[src/rtl/core/owsm_pkg.sv]
// shared types and constants for the omni wheel speed mixer
package owsm_pkg;

  localparam int unsigned NUM_WHEELS  = 4;
  localparam int unsigned MAG_W       = 63;
  localparam int unsigned QUO_W       = 31;
  localparam int unsigned DIV_STEPS   = 31;
  localparam int unsigned KIN_STAGES  = 6;
  localparam int unsigned NORM_STAGES = DIV_STEPS + 4;
  localparam int unsigned PIPE_DEPTH  = KIN_STAGES + NORM_STAGES;
  localparam int unsigned CFG_AW      = 4;

  localparam int WHL_LF = 0;
  localparam int WHL_RF = 1;
  localparam int WHL_LB = 2;
  localparam int WHL_RB = 3;

  // 2 * 0.707 in Q1.15
  localparam logic [15:0] LIN_GAIN = 16'd46334;
  localparam logic signed [63:0] S_MAX = 64'sh7FFF_FFFF_FFFF_FFFF;

  localparam logic [1:0] REG_ROT_ARM = 2'd0;
  localparam logic [1:0] REG_INV_RAD = 2'd1;
  localparam logic [1:0] REG_MAX_SPD = 2'd2;

  typedef struct packed {
    logic [31:0] rotation_arm;
    logic [31:0] inv_wheel_radius;
    logic [14:0] max_speed;
  } cfg_t;

  typedef struct packed {
    logic [NUM_WHEELS-1:0][MAG_W-1:0] mag;
    logic [NUM_WHEELS-1:0]            neg;
  } mag_t;

  typedef struct packed {
    logic [NUM_WHEELS-1:0][MAG_W-1:0] mag;
    logic [NUM_WHEELS-1:0]            neg;
    logic [NUM_WHEELS-1:0][MAG_W-1:0] rem;
    logic [NUM_WHEELS-1:0][QUO_W-1:0] quo;
    logic [MAG_W-1:0]                 peak;
    logic                             scaled;
  } div_t;

  typedef struct packed {
    logic [31:0] left_front;
    logic [31:0] right_front;
    logic [31:0] left_back;
    logic [31:0] right_back;
    logic        was_scaled;
  } res_t;

endpackage

[src/rtl/core/owsm_regs.sv]
// apb configuration registers
module owsm_regs import owsm_pkg::*; (
  input  logic              clk,
  input  logic              rst_n,
  input  logic              psel,
  input  logic              penable,
  input  logic              pwrite,
  input  logic [CFG_AW-1:0] paddr,
  input  logic [31:0]       pwdata,
  output logic [31:0]       prdata,
  output logic              pready,
  output cfg_t              cfg
);

  cfg_t cfg_r;
  logic wr;

  assign pready = 1'b1;
  assign wr     = psel && penable && pwrite;
  assign cfg    = cfg_r;

  always_ff @(posedge clk) begin
    if (!rst_n) begin
      cfg_r.rotation_arm     <= 32'd65536;
      cfg_r.inv_wheel_radius <= 32'd65536;
      cfg_r.max_speed        <= 15'd8000;
    end else if (wr) begin
      case (paddr[3:2])
        REG_ROT_ARM: cfg_r.rotation_arm     <= pwdata;
        REG_INV_RAD: cfg_r.inv_wheel_radius <= pwdata;
        REG_MAX_SPD: cfg_r.max_speed        <= pwdata[14:0];
        default: ;
      endcase
    end
  end

  always_comb begin
    case (paddr[3:2])
      REG_ROT_ARM: prdata = cfg_r.rotation_arm;
      REG_INV_RAD: prdata = cfg_r.inv_wheel_radius;
      REG_MAX_SPD: prdata = {17'd0, cfg_r.max_speed};
      default:     prdata = '0;
    endcase
  end

endmodule

[config.mk]
export PLATFORM = sky130hd
export DESIGN_NAME = owsm_regs
export DESIGN_NICKNAME = d
export VERILOG_FILES = /design/src/rtl/core/owsm_pkg.sv /design/src/rtl/core/owsm_regs.sv
export SDC_FILE = /design/constraint.sdc
export NUM_CORES = 1
export LEC_CHECK = 0
export ABC_AREA = 1
export BUFFER_PORTS_ARGS = -buffer_cell sky130_fd_sc_hd__buf_4
export CORE_ASPECT_RATIO = 2
export CORE_UTILIZATION = 43
export DETAILED_ROUTE_END_ITERATION = 10
export GPL_ROUTABILITY_DRIVEN = 0
export HOLD_SLACK_MARGIN = 0.05
export PLACE_DENSITY_LB_ADDON = 0.08
export SYNTH_ARGS = -nofsm -noshare
export SYNTH_HDL_FRONTEND = slang
export SYNTH_SLANG_ARGS = --single-unit
[constraint.sdc]
create_clock -name clk -period 1 [get_ports clk]
set_input_delay 0.2 -clock clk [delete_from_list [all_inputs] [get_ports clk]]
set_output_delay 0.2 -clock clk [all_outputs]
set_load 0.03 [all_outputs]
==> flow_summary.ini, run 1 <==
[outcome]
status = finished, violations left
violations = setup timing

[worst_setup_path]
cp-start-kind = input pin
cpPeakStageDelay_ns = 0.15
cp_top_family = buffers and inverters
rrSetupSlack_ns = 0.15
worstReg2RegEnd = cfg[73]
crit_buf_inv = 5
arrival_ns = 1.07
setup.worst_path.end_class = output pin
reg2regPathDepth = 4
worstPathMaxFanout = 6
crit_type = in -> out
critPathMostFrequentCell = buf_12
r2r-start = cfg[73]
path_cells = buf_12 > buf_12 > nor2_4 > buf_12 > buf_12 > nand2_4 > nand3_4 > buf_6
required_ns = 0.80
slowest_stage = buf_12

[cts]
clock-sinks = 79
cts-htree-levels = 3
hold_buffers = 0
clk_latency_ns = 0.34
cts_buffers = 9
clockBufferDepth = 2
cts-root-buf = clkbuf_16
clkTransAtPathRegs_ns = 0.06
cts_tree = done

[drt]
ant_nets = 0
drt_wl_total_mm = 15.51
initialDrtViolationCount = 491
drtPass1Iterations = 5
vias_per_cell = 5.476
wl_per_cell_um = 17.84
via_count = 4759
post-route-drc-count = 0

[cells_and_area]
layout-drive-gt1-share = 0.5318
final_cells = 869
antenna_cells = 0
area_delta_synth_final_pct = 97.03
largest_reg_flops = 79
nNetsFinal = 808
final_area_mm2 = 0.007228

[sta]
fmax_ghz = 0.7876
hold_viol = 0
slew_violations = 0
fin_crit_sh = 1.270
fin_ws_ns = -0.2697
finalSetupViolations = 126
period_needed_ns = 1.270
skew_ns = 0
rsz0062_at_grt = yes

[floorplan]
initial_core_util = 0.4424
die_w_um = 67.31
fp.coreArea_mm2 = 0.008292
ios = 153
die_h_um = 132.6
rows = 47
dieArea_mm2 = 0.008927

[worst_hold_path]
min_path_cells = 3
worstHoldEndpoint = cfg[8]
hp-start = pwdata[8]
worstHoldPathType = in -> reg

[pwr]
powerDensity_mw_per_mm2 = 1167
power.leakage_nw = 3.530
vdd_drop_max_mv = 1.016

[global_routing]
grt_pass1_vias = 4492
grt_pass1_wl_mm = 21.46
grt_max_degree = 37
antenna_found_initial = 0
grt_overflow_total = 0
grtUsageTotal = 0.3223

[logic_synthesis]
synthesis.area_per_instance_um2 = 6.670
syn_nets = 591
seq_area_frac_synth = 0.4311
netlist_area_mm2 = 0.003669
synth-edff-count = 0
ys_ff_latch = 79
yosys.area.top_type = dfxtp_1
synth.most_common_cell = nor2_1
ys.flop_type = dfxtp_1
async_reset_ff_frac = 0
ys_top_cells_by_area = dfxtp_1 43%, nor2_1 15%, nand2_1 14%
ys_types = 17
syn_inst = 550
ys_warn_count = 0
synth.cells.most_frequent = 142 x nor2_1, 135 x nand2_1, 94 x nand3_1, 79 x dfxtp_1, 33 x inv_1
synth_top_area_frac = 0.4311

[job]
maxCapViolCount = 0

[placed_design]
hpwl_mm = 8.209
placed_cells = 803
placed_area_mm2 = 0.005364
place.port_buffers = 149
-- layout make-up --
cell class	instances	area, um^2
clock buffer	11	242.7
timing repair buffer	244	2755
tap	98	122.6
sequential	79	1728
inverter	34	132.6
clock inverter	4	70.07
fill	411	1064
multi-input combinational	399	2177
-- worst reg2reg max path, stage by stage, from the launching register on --
cell	delay [ns]
dfxtp_2	0.33
buf_6	0.11
buf_4	0.12
nor2_1	0.11
nor2_1	0.07
-- how the worst max path moves through the flow --
stage | startpoint | end | slack, ns | cells past startpoint
floorplan | paddr[2] | prdata[18] | -0.05 | 4
global placement | paddr[2] | prdata[2] | -0.31 | 7
detailed placement | paddr[2] | prdata[1] | -0.33 | 7
CTS | paddr[2] | prdata[5] | -0.25 | 8
global route | paddr[2] | prdata[9] | -0.30 | 8
finish | paddr[2] | prdata[1] | -0.27 | 8
-- what timing repair did --
action,CTS,global route
gates resized for setup,266,57
setup endpoints to repair,111,132
cloned,6,3
setup buffers,32,15
hold endpoints to repair,0,0
pin swaps,21,5
-- cells by family after synthesis --
group,after synthesis,share of synthesized area
AO/OA/AOI/OAI,19,0.04331
other,1,0.001022
buffers and inverters,72,0.09413
AND/OR/NAND/NOR,379,0.4304
flip-flops,79,0.4311
-- where the power goes --
group | internal, mW | total (mW) | leakage [nW] | switching, mW
combinational | 0.785 | 1.64 | 2.70 | 0.858
sequential | 3.19 | 3.27 | 0.677 | 0.0787
clock | 2.23 | 3.53 | 0.155 | 1.29
-- routing by layer --
metal  global-route usage  wire [um]  up-vias
li1                     -          -     2165
met1               0.3170       5190     2287
met2               0.5844       8615      248
met3              0.05776        906       59
met4               0.1998        793        0
met5                    0          0        -
-- layout by cell type, fill, tap and decap left out, drive strengths merged --
master / n
a22o: 17
buf: 239
bufbuf: 2
bufinv: 2
clkbuf: 14
clkinv: 2
conb: 1
dfxtp: 79
inv: 34
nand2: 135
nand3: 95
nor2: 149
o21ai: 2
-- stage by stage --
step	hold WS (ns)	setup TNS (ns)	total power, mW	utilization	setup WS (ns)
floorplan	0.3262	-1.099	4.016	-	-0.04780
global placement	0.4201	-25.39	4.511	0.6469	-0.3094
detailed placement	0.4314	-27.84	4.529	0.6469	-0.3329
CTS	0.08053	-11.84	8.290	0.8286	-0.2519
global route	0.09641	-16.53	8.648	0.8717	-0.3013
finish	0.07792	-14.01	8.438	0.8717	-0.2697
(Power assumes the default switching activity.)
==> inputs of run 2 (changes only) <==
--- a/config.mk
+++ b/config.mk
@@ -13,6 +13,7 @@
 export GPL_ROUTABILITY_DRIVEN = 0
 export HOLD_SLACK_MARGIN = 0.05
 export PLACE_DENSITY_LB_ADDON = 0.08
+export RECOVER_POWER = 25
 export SYNTH_ARGS = -nofsm -noshare
 export SYNTH_HDL_FRONTEND = slang
 export SYNTH_SLANG_ARGS = --single-unit
==> run 2 against run 1 <==
Against the previous run:
- the run still ends with setup timing left
- sequential power hardly changed
- critical path depth stayed put
- first-iteration DRC count is 8.8% lower
- fmax is 0.17% lower
- die area stayed put
- clock skew stayed put
- non-clock buffer count stayed put
- routed wire length hardly changed
- cell area is 0.28% lower
==> flow_summary.ini, run 2 (synthesis gave the netlist of run 1 again) <==
[worst_setup_path]
crit_type = in -> out
arrival_ns = 1.07
required_ns = 0.80
rrSetupSlack_ns = 0.15
cp-start-kind = input pin
worstPathMaxFanout = 6
reg2regPathDepth = 4
r2r-start = cfg[73]
worstReg2RegEnd = cfg[73]
setup.worst_path.end_class = output pin

[placed_design]
placed_cells = 803
place.port_buffers = 149
hpwl_mm = 8.209

[pwr]
power_frac_seq = 0.386
finalPower_mw = 8.453
powerDensity_mw_per_mm2 = 1173
p_comb_frac = 0.194
vdd_drop_max_mv = 1.013
clkPwrFrac = 0.420
swShare = 0.2662
switchingPower_mw = 2.250
intPower_mw = 6.203
power.leakage_nw = 3.524

[cells_and_area]
mostFrequentLayoutCell = buf_6
layout_common_cells = 149 x buf_6, 143 x nor2_1, 110 x nand2_1
largest_reg_flops = 79
area_delta_synth_final_pct = 96.49
finish.utilization = 0.8693
final_cells = 869
nNetsFinal = 808
antenna_cells = 0
layout-drive-gt1-share = 0.5292

[sta]
skew_ns = 0
period_needed_ns = 1.272
rsz0062_at_grt = yes
slew_violations = 0
fmax_ghz = 0.7862
hold_viol = 0
finalSetupViolations = 157
fin_ws_ns = -0.2719
fin_crit_sh = 1.272

[global_routing]
grtUsageTotal = 0.3223
grt_max_degree = 37
grt_pass1_vias = 4492
grt_pass1_wl_mm = 21.46
antenna_found_initial = 0
grt_overflow_total = 0

[worst_hold_path]
min_path_cells = 3
worstHoldPathType = in -> reg
hp-start = pwdata[8]
worstHoldEndpoint = cfg[8]

[cts]
cts-htree-levels = 3
cts-root-buf = clkbuf_16
clk_latency_ns = 0.34
clock-sinks = 79
cts_tree = done
clockBufferDepth = 2
cts_buffers = 9
hold_buffers = 0
clkTransAtPathRegs_ns = 0.06

[drt]
ant_nets = 0
vias_per_cell = 5.482
initialDrtViolationCount = 448
wl_per_cell_um = 17.83
drt_wl_total_mm = 15.50
drtPass1Iterations = 5
post-route-drc-count = 0
via_count = 4764

[outcome]
status = finished, violations left
violations = setup timing

[job]
maxCapViolCount = 0

[floorplan]
fp.coreArea_mm2 = 0.008292
rows = 47
die_w_um = 67.31
dieArea_mm2 = 0.008927
ios = 153
initial_core_util = 0.4424
die_h_um = 132.6
==> run 2: cell count changes in the layout (fill, tap and decap cells not counted) <==
cell	delta
buf_12	-1
buf_4	-1
buf_6	+1
clkbuf_1	+1
nor2_1	+1
nor2_4	-1
==> run 2: worst max-delay path, cell delays in order <==
cell and delay, ns:
buf_12 0.11, buf_12 0.12, nor2_4 0.10, buf_12 0.14
buf_12 0.15, nand2_4 0.06, nand3_4 0.06, buf_6 0.13
==> run 2: repair_timing <==
action                     4_1_cts  5_1_grt
pin swaps                       21        5
gates cloned                     6        3
setup buffers                   32       15
gates resized for setup        266       57
setup endpoints to repair      111      132
==> run 2: layer usage <==
| layer | track usage | routed length (um) | up-vias |
|---|---|---|---|
| li1 | - | - | 2168 |
| met1 | 0.3170 | 5196 | 2271 |
| met2 | 0.5844 | 8604 | 262 |
| met3 | 0.05776 | 900 | 63 |
| met4 | 0.1998 | 796 | 0 |
| met5 | 0 | 0 | - |
==> run 2: metrics by stage <==
stage               TNS, ns  cell area (um^2)  setup WS (ns)  hold slack (ns)
floorplan            -1.099              3892       -0.04780           0.3262
global placement     -25.39              5364        -0.3094           0.4201
detailed placement   -27.84              5364        -0.3329           0.4314
CTS                  -11.84              6870        -0.2519          0.08053
global route         -21.20              7208        -0.3013          0.09641
finish               -15.29              7208        -0.2719          0.07436
==> run 2: layout make-up <==
type / count / area [um^2]
clock buffer: 11 / 242.7
clock inverter: 4 / 70.07
fill: 417 / 1084
inverter: 34 / 132.6
multi-input combinational: 399 / 2170
sequential: 79 / 1728
tap: 98 / 122.6
timing repair buffer: 244 / 2743
==> run 2: worst max-delay path by stage <==
stage,start,endpoint,slack (ns),cells past startpoint
floorplan,paddr[2],prdata[18],-0.05,4
detailed placement,paddr[2],prdata[1],-0.33,7
finish,paddr[2],prdata[1],-0.27,8
CTS,paddr[2],prdata[5],-0.25,8
global route,paddr[2],prdata[9],-0.30,8
global placement,paddr[2],prdata[2],-0.31,7
==> run 2: power groups by stage <==
stage / Clock [mW] / Combinational, mW / Sequential, mW
after floorplan: 0 / 0.546 / 3.47
after global placement: 0 / 1.17 / 3.34
after detailed placement: 0 / 1.18 / 3.34
after CTS: 3.52 / 1.49 / 3.28
after global routing: 3.65 / 1.72 / 3.27
final: 3.55 / 1.64 / 3.27
