--- src/rtl/core/owsm_pkg.sv ---
// shared types and constants for the omni wheel speed mixer
package owsm_pkg;

  localparam int unsigned NUM_WHEELS  = 4;
  localparam int unsigned MAG_W       = 63;
  localparam int unsigned QUO_W       = 31;
  localparam int unsigned DIV_STEPS   = 31;
  localparam int unsigned KIN_STAGES  = 6;
  localparam int unsigned NORM_STAGES = DIV_STEPS + 4;
  localparam int unsigned PIPE_DEPTH  = KIN_STAGES + NORM_STAGES;
  localparam int unsigned CFG_AW      = 4;

  localparam int WHL_LF = 0;
  localparam int WHL_RF = 1;
  localparam int WHL_LB = 2;
  localparam int WHL_RB = 3;

  // 2 * 0.707 in Q1.15
  localparam logic [15:0] LIN_GAIN = 16'd46334;
  localparam logic signed [63:0] S_MAX = 64'sh7FFF_FFFF_FFFF_FFFF;

  localparam logic [1:0] REG_ROT_ARM = 2'd0;
  localparam logic [1:0] REG_INV_RAD = 2'd1;
  localparam logic [1:0] REG_MAX_SPD = 2'd2;

  typedef struct packed {
    logic [31:0] rotation_arm;
    logic [31:0] inv_wheel_radius;
    logic [14:0] max_speed;
  } cfg_t;

  typedef struct packed {
    logic [NUM_WHEELS-1:0][MAG_W-1:0] mag;
    logic [NUM_WHEELS-1:0]            neg;
  } mag_t;

  typedef struct packed {
    logic [NUM_WHEELS-1:0][MAG_W-1:0] mag;
    logic [NUM_WHEELS-1:0]            neg;
    logic [NUM_WHEELS-1:0][MAG_W-1:0] rem;
    logic [NUM_WHEELS-1:0][QUO_W-1:0] quo;
    logic [MAG_W-1:0]                 peak;
    logic                             scaled;
  } div_t;

  typedef struct packed {
    logic [31:0] left_front;
    logic [31:0] right_front;
    logic [31:0] left_back;
    logic [31:0] right_back;
    logic        was_scaled;
  } res_t;

endpackage

--- src/rtl/core/owsm_skid.sv ---
// two-entry output buffer between the pipeline and the result channel
module owsm_skid import owsm_pkg::*; (
  input  logic clk,
  input  logic rst_n,
  input  logic up_valid,
  input  res_t up_data,
  output logic up_ready,
  output logic out_valid,
  input  logic out_ready,
  output res_t out_data
);

  logic out_valid_r, sk_valid_r;
  res_t out_data_r, sk_data_r;
  logic push, pop, load;

  assign up_ready = !sk_valid_r;
  assign push     = up_valid && up_ready;
  assign pop      = out_valid_r && out_ready;
  assign load     = !out_valid_r || pop;

  always_ff @(posedge clk) begin
    if (!rst_n) begin
      out_valid_r <= 1'b0;
      sk_valid_r  <= 1'b0;
    end else begin
      if (load) begin
        out_valid_r <= sk_valid_r || push;
      end
      if (load && sk_valid_r) begin
        sk_valid_r <= 1'b0;
      end else if (!load && push) begin
        sk_valid_r <= 1'b1;
      end
    end
  end

  always_ff @(posedge clk) begin
    if (load) begin
      out_data_r <= sk_valid_r ? sk_data_r : up_data;
    end
    if (!load && push) begin
      sk_data_r <= up_data;
    end
  end

  assign out_valid = out_valid_r;
  assign out_data  = out_data_r;

endmodule

--- config.mk ---
export PLATFORM = sky130hd
export DESIGN_NAME = owsm_skid
export DESIGN_NICKNAME = d
export VERILOG_FILES = /design/src/rtl/core/owsm_pkg.sv /design/src/rtl/core/owsm_skid.sv
export SDC_FILE = /design/constraint.sdc
export NUM_CORES = 1
export LEC_CHECK = 0
export ABC_AREA = 1
export BUFFER_PORTS_ARGS = -buffer_cell sky130_fd_sc_hd__buf_4
export CAP_MARGIN = 20
export CELL_PAD_IN_SITES_DETAIL_PLACEMENT = 0
export CELL_PAD_IN_SITES_GLOBAL_PLACEMENT = 1
export CORE_MARGIN = 1.5
export CORE_UTILIZATION = 41
export DETAILED_ROUTE_END_ITERATION = 8
export PLACE_DENSITY = 0.81
export SETUP_SLACK_MARGIN = 0.15
export SLEW_MARGIN = 10
export SYNTH_ARGS = -nofsm -noshare
export SYNTH_HDL_FRONTEND = slang
export SYNTH_SLANG_ARGS = --single-unit
--- constraint.sdc ---
create_clock -name clk -period 12.9 [get_ports clk]
set_input_delay 0 -clock clk [delete_from_list [all_inputs] [get_ports clk]]
set_output_delay 0 -clock clk [all_outputs]
set_load 0.05 [all_outputs]
==> out/qor.yml, run 1 <==
floorplan:
  row_count: 55
  fp.dieH_um: 155
  ioPinCount: 264
  dieArea_um2: 24100
  core_area_um2: 22700
  die_x_um: 155
  start_util_pct: 41.8
cells_and_area:
  final_cells: 1395
  drive_above_1_share_pct: 28.3
  nets: 1222
  layout_commonest_cell: "nand2_1"
  final_cell_mix: "nand2_1, buf_4, edfxtp_1"
  fill_cells: 1718
  area_delta_synth_final_pct: 46.9
  antenna_cells: 0
synth:
  yosys.area_share.adder_pct: 0
  syn-cell-area_um2: 9500
  ys_seq_area_share_pct: 82.0
  syn_inst: 686
  ys_warn_count: 0
  syn_avg_cell_area_um2: 13.8
  synth.net_count: 819
  synth_mux_area_share_pct: 0
  synth_top_family_by_area: "simple AND/OR/NAND/NOR gates"
  yosys.area_share.simple_pct: 15.6
  synth_cell_types: 11
  synth_compound_area_share_pct: 0.0527
  yosys.area_share.xor_xnor_pct: 0
  synth-seq-cells: 260
sta:
  maxSlewViolCount: 0
  relSlewSlack_pct: 24.3
  finalHoldViolCount: 0
  setup_tns_ns: 0
  rsz0062_at_grt: "no"
  fin_crit_sh_pct: 21.2
  timing.fmax_mhz: 366
  setup_violations: 0
  fin_skew_ns: 0.00701
  tightest_slew_ns: 1.14
  period_needed_ns: 2.73
drt:
  dr_wl_met2_um: 10200
  num_vias: 6381
  dr_wl_met3_um: 1720
  dr.pass1.iters: 5
  top_layer: "met4"
  wl_per_cell_um: 15.8
  drt-met1-wl_um: 9680
  postRouteAntennaNets: 0
  first_iter_violations: 318
  routed_wl_um: 22000
  vias_per_cell: 4.57
  drc: 0
global_route:
  first_global_vias: 6225
  grt_usage_pct: 17.8
  grt_start_max_net_pins: 85
  grt-ovfl-total: 0
  grt_pass1_wl_um: 33500
  antenna_found_initial: 0
clock_network:
  cts_tree: "built"
  clockBufferDepth: 3
  cts_buffers: 27
  htreeDepth: 1
  worstSkewPairLatency_ns: 0.52
  cts.sinks: 260
  cts-root-buf: "clkbuf_16"
  cts.clk_slew.worst_paths_ns: 0.06
  cts_resized: 0
placed_design:
  place_inst: 1210
  gp_congestion: 0.774
  place_hpwl_um: 12800
  io_buffer_count: 263
power:
  intPower_mw: 1.58
  p_per_area_nw_per_um2: 151
  p_comb_share_pct: 14.3
  vdd_drop_max_mv: 0.0855
  p_leak_nw: 5.96
  clockPowerShare_pct: 38.2
  pwr-share-seq_pct: 47.6
  swShare_pct: 24.9
  p_sw_mw: 0.525
setup_path:
  required_ns: 12.90
  cp.arrival_ns: 2.73
  path_class: "reg -> out"
  critPathCaptureType: "output port"
  cp_max_fo: 81
  start_kind: "register"
status:
  status: "finished, final reports clean"
job:
  drv_cap: 0
worst_hold_path:
  hold_path_class: "in -> reg"
cells in the mapped netlist, drive strengths merged:
cell	n	area, um^2
buf	29	213
o21ai	1	5.00
dfxtp	2	40.0
nand3	1	5.00
nand2	390	1460
nor2	3	11.3
edfxtp	258	7750
inv	2	10.0
power by group through the flow:
| stage | Sequential (mW) | Combinational [mW] | Clock [mW] |
|---|---|---|---|
| 4_1_cts | 1.00 | 0.301 | 0.819 |
| 6_report | 1.00 | 0.300 | 0.804 |
| 3_5_place_dp | 1.02 | 0.267 | 0 |
| 3_3_place_gp | 1.02 | 0.265 | 0 |
| 2_1_floorplan | 1.15 | 0.0373 | 0 |
| 5_1_grt | 1.01 | 0.316 | 0.851 |
area by class of cell:
cell class              count  area, um^2  area share (%)
clock buffers              39         761            5.45
flip-flops and latches    260        7790            55.8
clock inverters            11         161            1.16
well taps                 285         357            2.56
inverters                   2        10.0          0.0717
repair buffers            403        3370            24.2
multi-input cells         395        1500            10.8
worst paths after layout:
path	startpoint	end	slack, ns	cells after the start
hold / removal	up_data[20]	sk_data_r[20]	0.20	2
setup reg to reg	sk_valid_r	sk_data_r[59]	10.27	4
setup / recovery	sk_valid_r	up_ready	10.17	3
hold reg to reg	sk_data_r[0]	out_data[0]	0.51	2
what timing repair did:
action / 4_1_cts / 5_1_grt
hold buffers: 134 / 0
setup buffers: 0 / 0
hold endpoints to repair: 260 / 0
layer usage:
metal | global-route usage, % | up-vias
met5 | 0 | -
met4 | 4.44 | 0
met3 | 3.51 | 32
met2 | 28.6 | 283
met1 | 25.1 | 2942
li1 | - | 3124
cell families after synthesis:
kind of cell | Yosys count
AND/OR/NAND/NOR | 394
flip-flops | 260
buffers and inverters | 31
AO/OA/AOI/OAI | 1
critical path, cell delays in order (launching register included):
cell,delay (ns)
dfxtp_4,0.52
inv_4,0.46
buf_4,0.78
buf_4,0.34
sequential cells by signal, indices dropped and copies added (netlist names):
register,flops
out_data,129
sk_data_r,129
sk_valid_r,1
out_valid,1
per-stage QoR:
step	worst slack [ns]	total power [mW]	util [%]	area, um^2	hold WS [ns]
after floorplan	2.83	1.18	-	9500	0.0989
after global placement	10.27	1.28	51.4	11700	0.189
after detailed placement	10.26	1.29	51.4	11700	0.189
after CTS	10.13	2.12	61.4	13900	0.174
after global routing	9.99	2.17	61.4	14000	0.189
final	10.17	2.11	61.4	14000	0.200
Note: power is estimated with default switching activity, not from simulation.
==> run 2, diff against run 1 <==
--- a/config.mk
+++ b/config.mk
@@ -5,15 +5,15 @@
 export SDC_FILE = /design/constraint.sdc
 export NUM_CORES = 1
 export LEC_CHECK = 0
-export ABC_AREA = 1
+export ABC_AREA = 0
 export BUFFER_PORTS_ARGS = -buffer_cell sky130_fd_sc_hd__buf_4
 export CAP_MARGIN = 20
 export CELL_PAD_IN_SITES_DETAIL_PLACEMENT = 0
 export CELL_PAD_IN_SITES_GLOBAL_PLACEMENT = 1
 export CORE_MARGIN = 1.5
-export CORE_UTILIZATION = 41
+export CORE_UTILIZATION = 40
 export DETAILED_ROUTE_END_ITERATION = 8
-export PLACE_DENSITY = 0.81
+export PLACE_DENSITY = 0.77
 export SETUP_SLACK_MARGIN = 0.15
 export SLEW_MARGIN = 10
 export SYNTH_ARGS = -nofsm -noshare
==> constraint.sdc (replaced) <==
create_clock -name clk -period 2.4 [get_ports clk]
set_input_delay 0 -clock clk [delete_from_list [all_inputs] [get_ports clk]]
set_output_delay 0 -clock clk [all_outputs]
set_load 0.05 [all_outputs]
==> out/qor.yml, run 2 <==
sta:
  setup_violations: 0  # unchanged
  finalHoldViolCount: 0  # unchanged
  tightest_slew_ns: 0.767  # -0.368 ns
  fin_skew_ns: 0.0158  # +0.00875 ns
  period_needed_ns: 2.09
  maxSlewViolCount: 0  # unchanged
  timing.fmax_mhz: 478
  setup_tns_ns: 0  # unchanged
  fin_crit_sh_pct: 87.2
  rsz0062_at_grt: "no"
  relSlewSlack_pct: 48.8  # +25 points
clock_network:
  cts_buffers: 27  # unchanged
  htreeDepth: 1  # unchanged
  cts.clk_slew.worst_paths_ns: 0.06  # about the same
  postCtsSetupBuffers: 0  # unchanged
  cts.sinks: 260  # unchanged
  cts_tree: "built"
  clockBufferDepth: 3  # unchanged
  hold_buffers: 132  # -1.5%
  cts_resized: 0  # unchanged
  worstSkewPairLatency_ns: 0.53  # about the same
  cts-root-buf: "clkbuf_16"
global_route:
  grt_start_max_net_pins: 132  # +55%
  grt-ovfl-total: 0  # unchanged
  grt_usage_pct: 16.1  # -1.7 points
  antenna_found_initial: 0  # unchanged
  first_global_vias: 5818  # -6.5%
  grt_pass1_wl_um: 32500  # -3.0%
power:
  p_per_area_nw_per_um2: 780  # +420%
  p_total_mw: 11.1  # +430%
  vdd_drop_max_mv: 0.464  # +440%
  p_leak_nw: 5.56  # -6.7%
synth:
  synth_ff_type: "edfxtp_1"
  syn-cell-area_um2: 9720  # +2.4%
  yosysTopAreaCellShare_pct: 79.7  # -1.9 points
  synth_common_cells: "edfxtp_1, mux2_4, mux2_2"
  synth.area.top_cells: "edfxtp_1, mux2_4, mux2_2, buf_6, dfxtp_1"
  postSynth.asyncResetShare_pct: 0  # unchanged
  ys_warn_count: 0  # unchanged
  yosysMostFrequentCell: "edfxtp_1"
  synth_edf_count: 258  # unchanged
  synth-seq-cells: 260  # unchanged
  synth.net_count: 543  # -34%
  syn_inst: 410  # -40%
  synth_largest_area_cell: "edfxtp_1"
  ys_seq_area_share_pct: 80.1  # -1.9 points
  syn_avg_cell_area_um2: 23.7  # +71%
  synth_cell_types: 13  # +2
cells_and_area:
  nets: 959  # -22%
  antenna_cells: 0  # unchanged
  area_delta_synth_final_pct: 47.1
  final_cells: 1165  # -16%
  final_cell_mix: "buf_4, edfxtp_1, dlygate4sd3_1"
  drive_above_1_share_pct: 52.1  # +24 points
  layout_commonest_cell: "buf_4"
worst_hold_path:
  hold_path_class: "in -> reg"
  holdPathStages: 4  # +2
drt:
  first_iter_violations: 222  # -30%
  wl_per_cell_um: 17.7  # +12%
  postRouteAntennaNets: 0  # unchanged
  num_vias: 5339  # -16%
  routed_wl_um: 20600  # -6.5%
  vias_per_cell: 4.58  # +0.19%
  drc: 0  # unchanged
  dr.pass1.iters: 5  # unchanged
status:
  status: "finished, final reports clean"
floorplan:
  ioPinCount: 264  # unchanged
  dieArea_um2: 25200  # +4.8%
  die_x_um: 159  # +2.4%
  fp.dieH_um: 159  # +2.4%
  start_util_pct: 41.0  # -0.77 points
  row_count: 56  # +1.8%
  core_area_um2: 23700  # +4.3%
setup_path:
  cp.arrival_ns: 2.56  # -0.17 ns
  critPathCaptureType: "register"
  path_class: "reg -> reg"
  start_kind: "register"
  r2r_cells: 4  # unchanged
  required_ns: 2.86  # -10.04 ns
  cp_max_fo: 37  # -54%
placed_design:
  gp_congestion: 0.726  # -6.1%
  place_hpwl_um: 12300  # -3.7%
  io_buffer_count: 263  # unchanged
  place_inst: 984  # -19%
job:
  drv_cap: 0  # unchanged
run 2: area by class of cell:
| type | instances | area (um^2) |
|---|---|---|
| Fill cell | 1716 | 9390 |
| Timing Repair Buffer | 402 | 3400 |
| Multi-Input combinational cell | 134 | 1800 |
| Clock buffer | 32 | 694 |
| Tap cell | 319 | 399 |
| Inverter | 1 | 3.75 |
| Clock inverter | 17 | 206 |
| Sequential cell | 260 | 7790 |
run 2: kinds of logic after synthesis:
family                 synth area share, %
buffers and inverters                 1.54
and+or+nand+nor                      0.335
DFF                                   80.1
muxes                                 17.9
AOI/OAI and AO/OA                   0.0773
run 2: worst paths after layout:
| kind | startpoint | end | slack [ns] |
|---|---|---|---|
| setup / recovery | sk_valid_r | out_valid | 0.31 |
| hold reg to reg | sk_data_r[111] | out_data[111] | 0.54 |
| setup reg to reg | sk_valid_r | out_valid | 0.31 |
| hold / removal | out_ready | sk_data_r[126] | 0.13 |
run 2: per-stage QoR:
stage | utilization, % | setup WS, ns | instance area [um^2] | hold slack (ns)
4_1_cts | 60.4 | 0.327 | 14300 | 0.133
5_1_grt | 60.4 | 0.192 | 14300 | 0.147
6_report | 60.4 | 0.308 | 14300 | 0.132
3_5_place_dp | 51.0 | 0.510 | 12100 | 0.189
2_1_floorplan | - | -2.76 | 9740 | 0.0989
3_3_place_gp | 51.0 | 0.560 | 12100 | 0.186
run 2: critical path, cell delays in order, from the launching register on:
cell and delay (ns):
dfxtp_4 0.77, buf_4 0.41, nor2_2 0.10, a21boi_0 0.18, dlygate4sd3_1 0.57
run 2: layer usage:
layer / part of all wire (%) / vias up / GRT usage [%] / routed length (um)
li1: - / 2472 / - / -
met1: 41 / 2630 / 20.1 / 8460
met2: 50 / 210 / 27.3 / 10200
met3: 7.2 / 27 / 4.96 / 1490
met4: 1.9 / 0 / 4.42 / 388
met5: 0 / - / 0 / 0
run 2: power breakdown:
group	switching [mW]	internal (mW)	total, mW
Clock	1.67	2.59	4.26
Combinational	0.908	0.649	1.56
Sequential	0.0780	5.26	5.33
Total	2.65	8.50	11.1
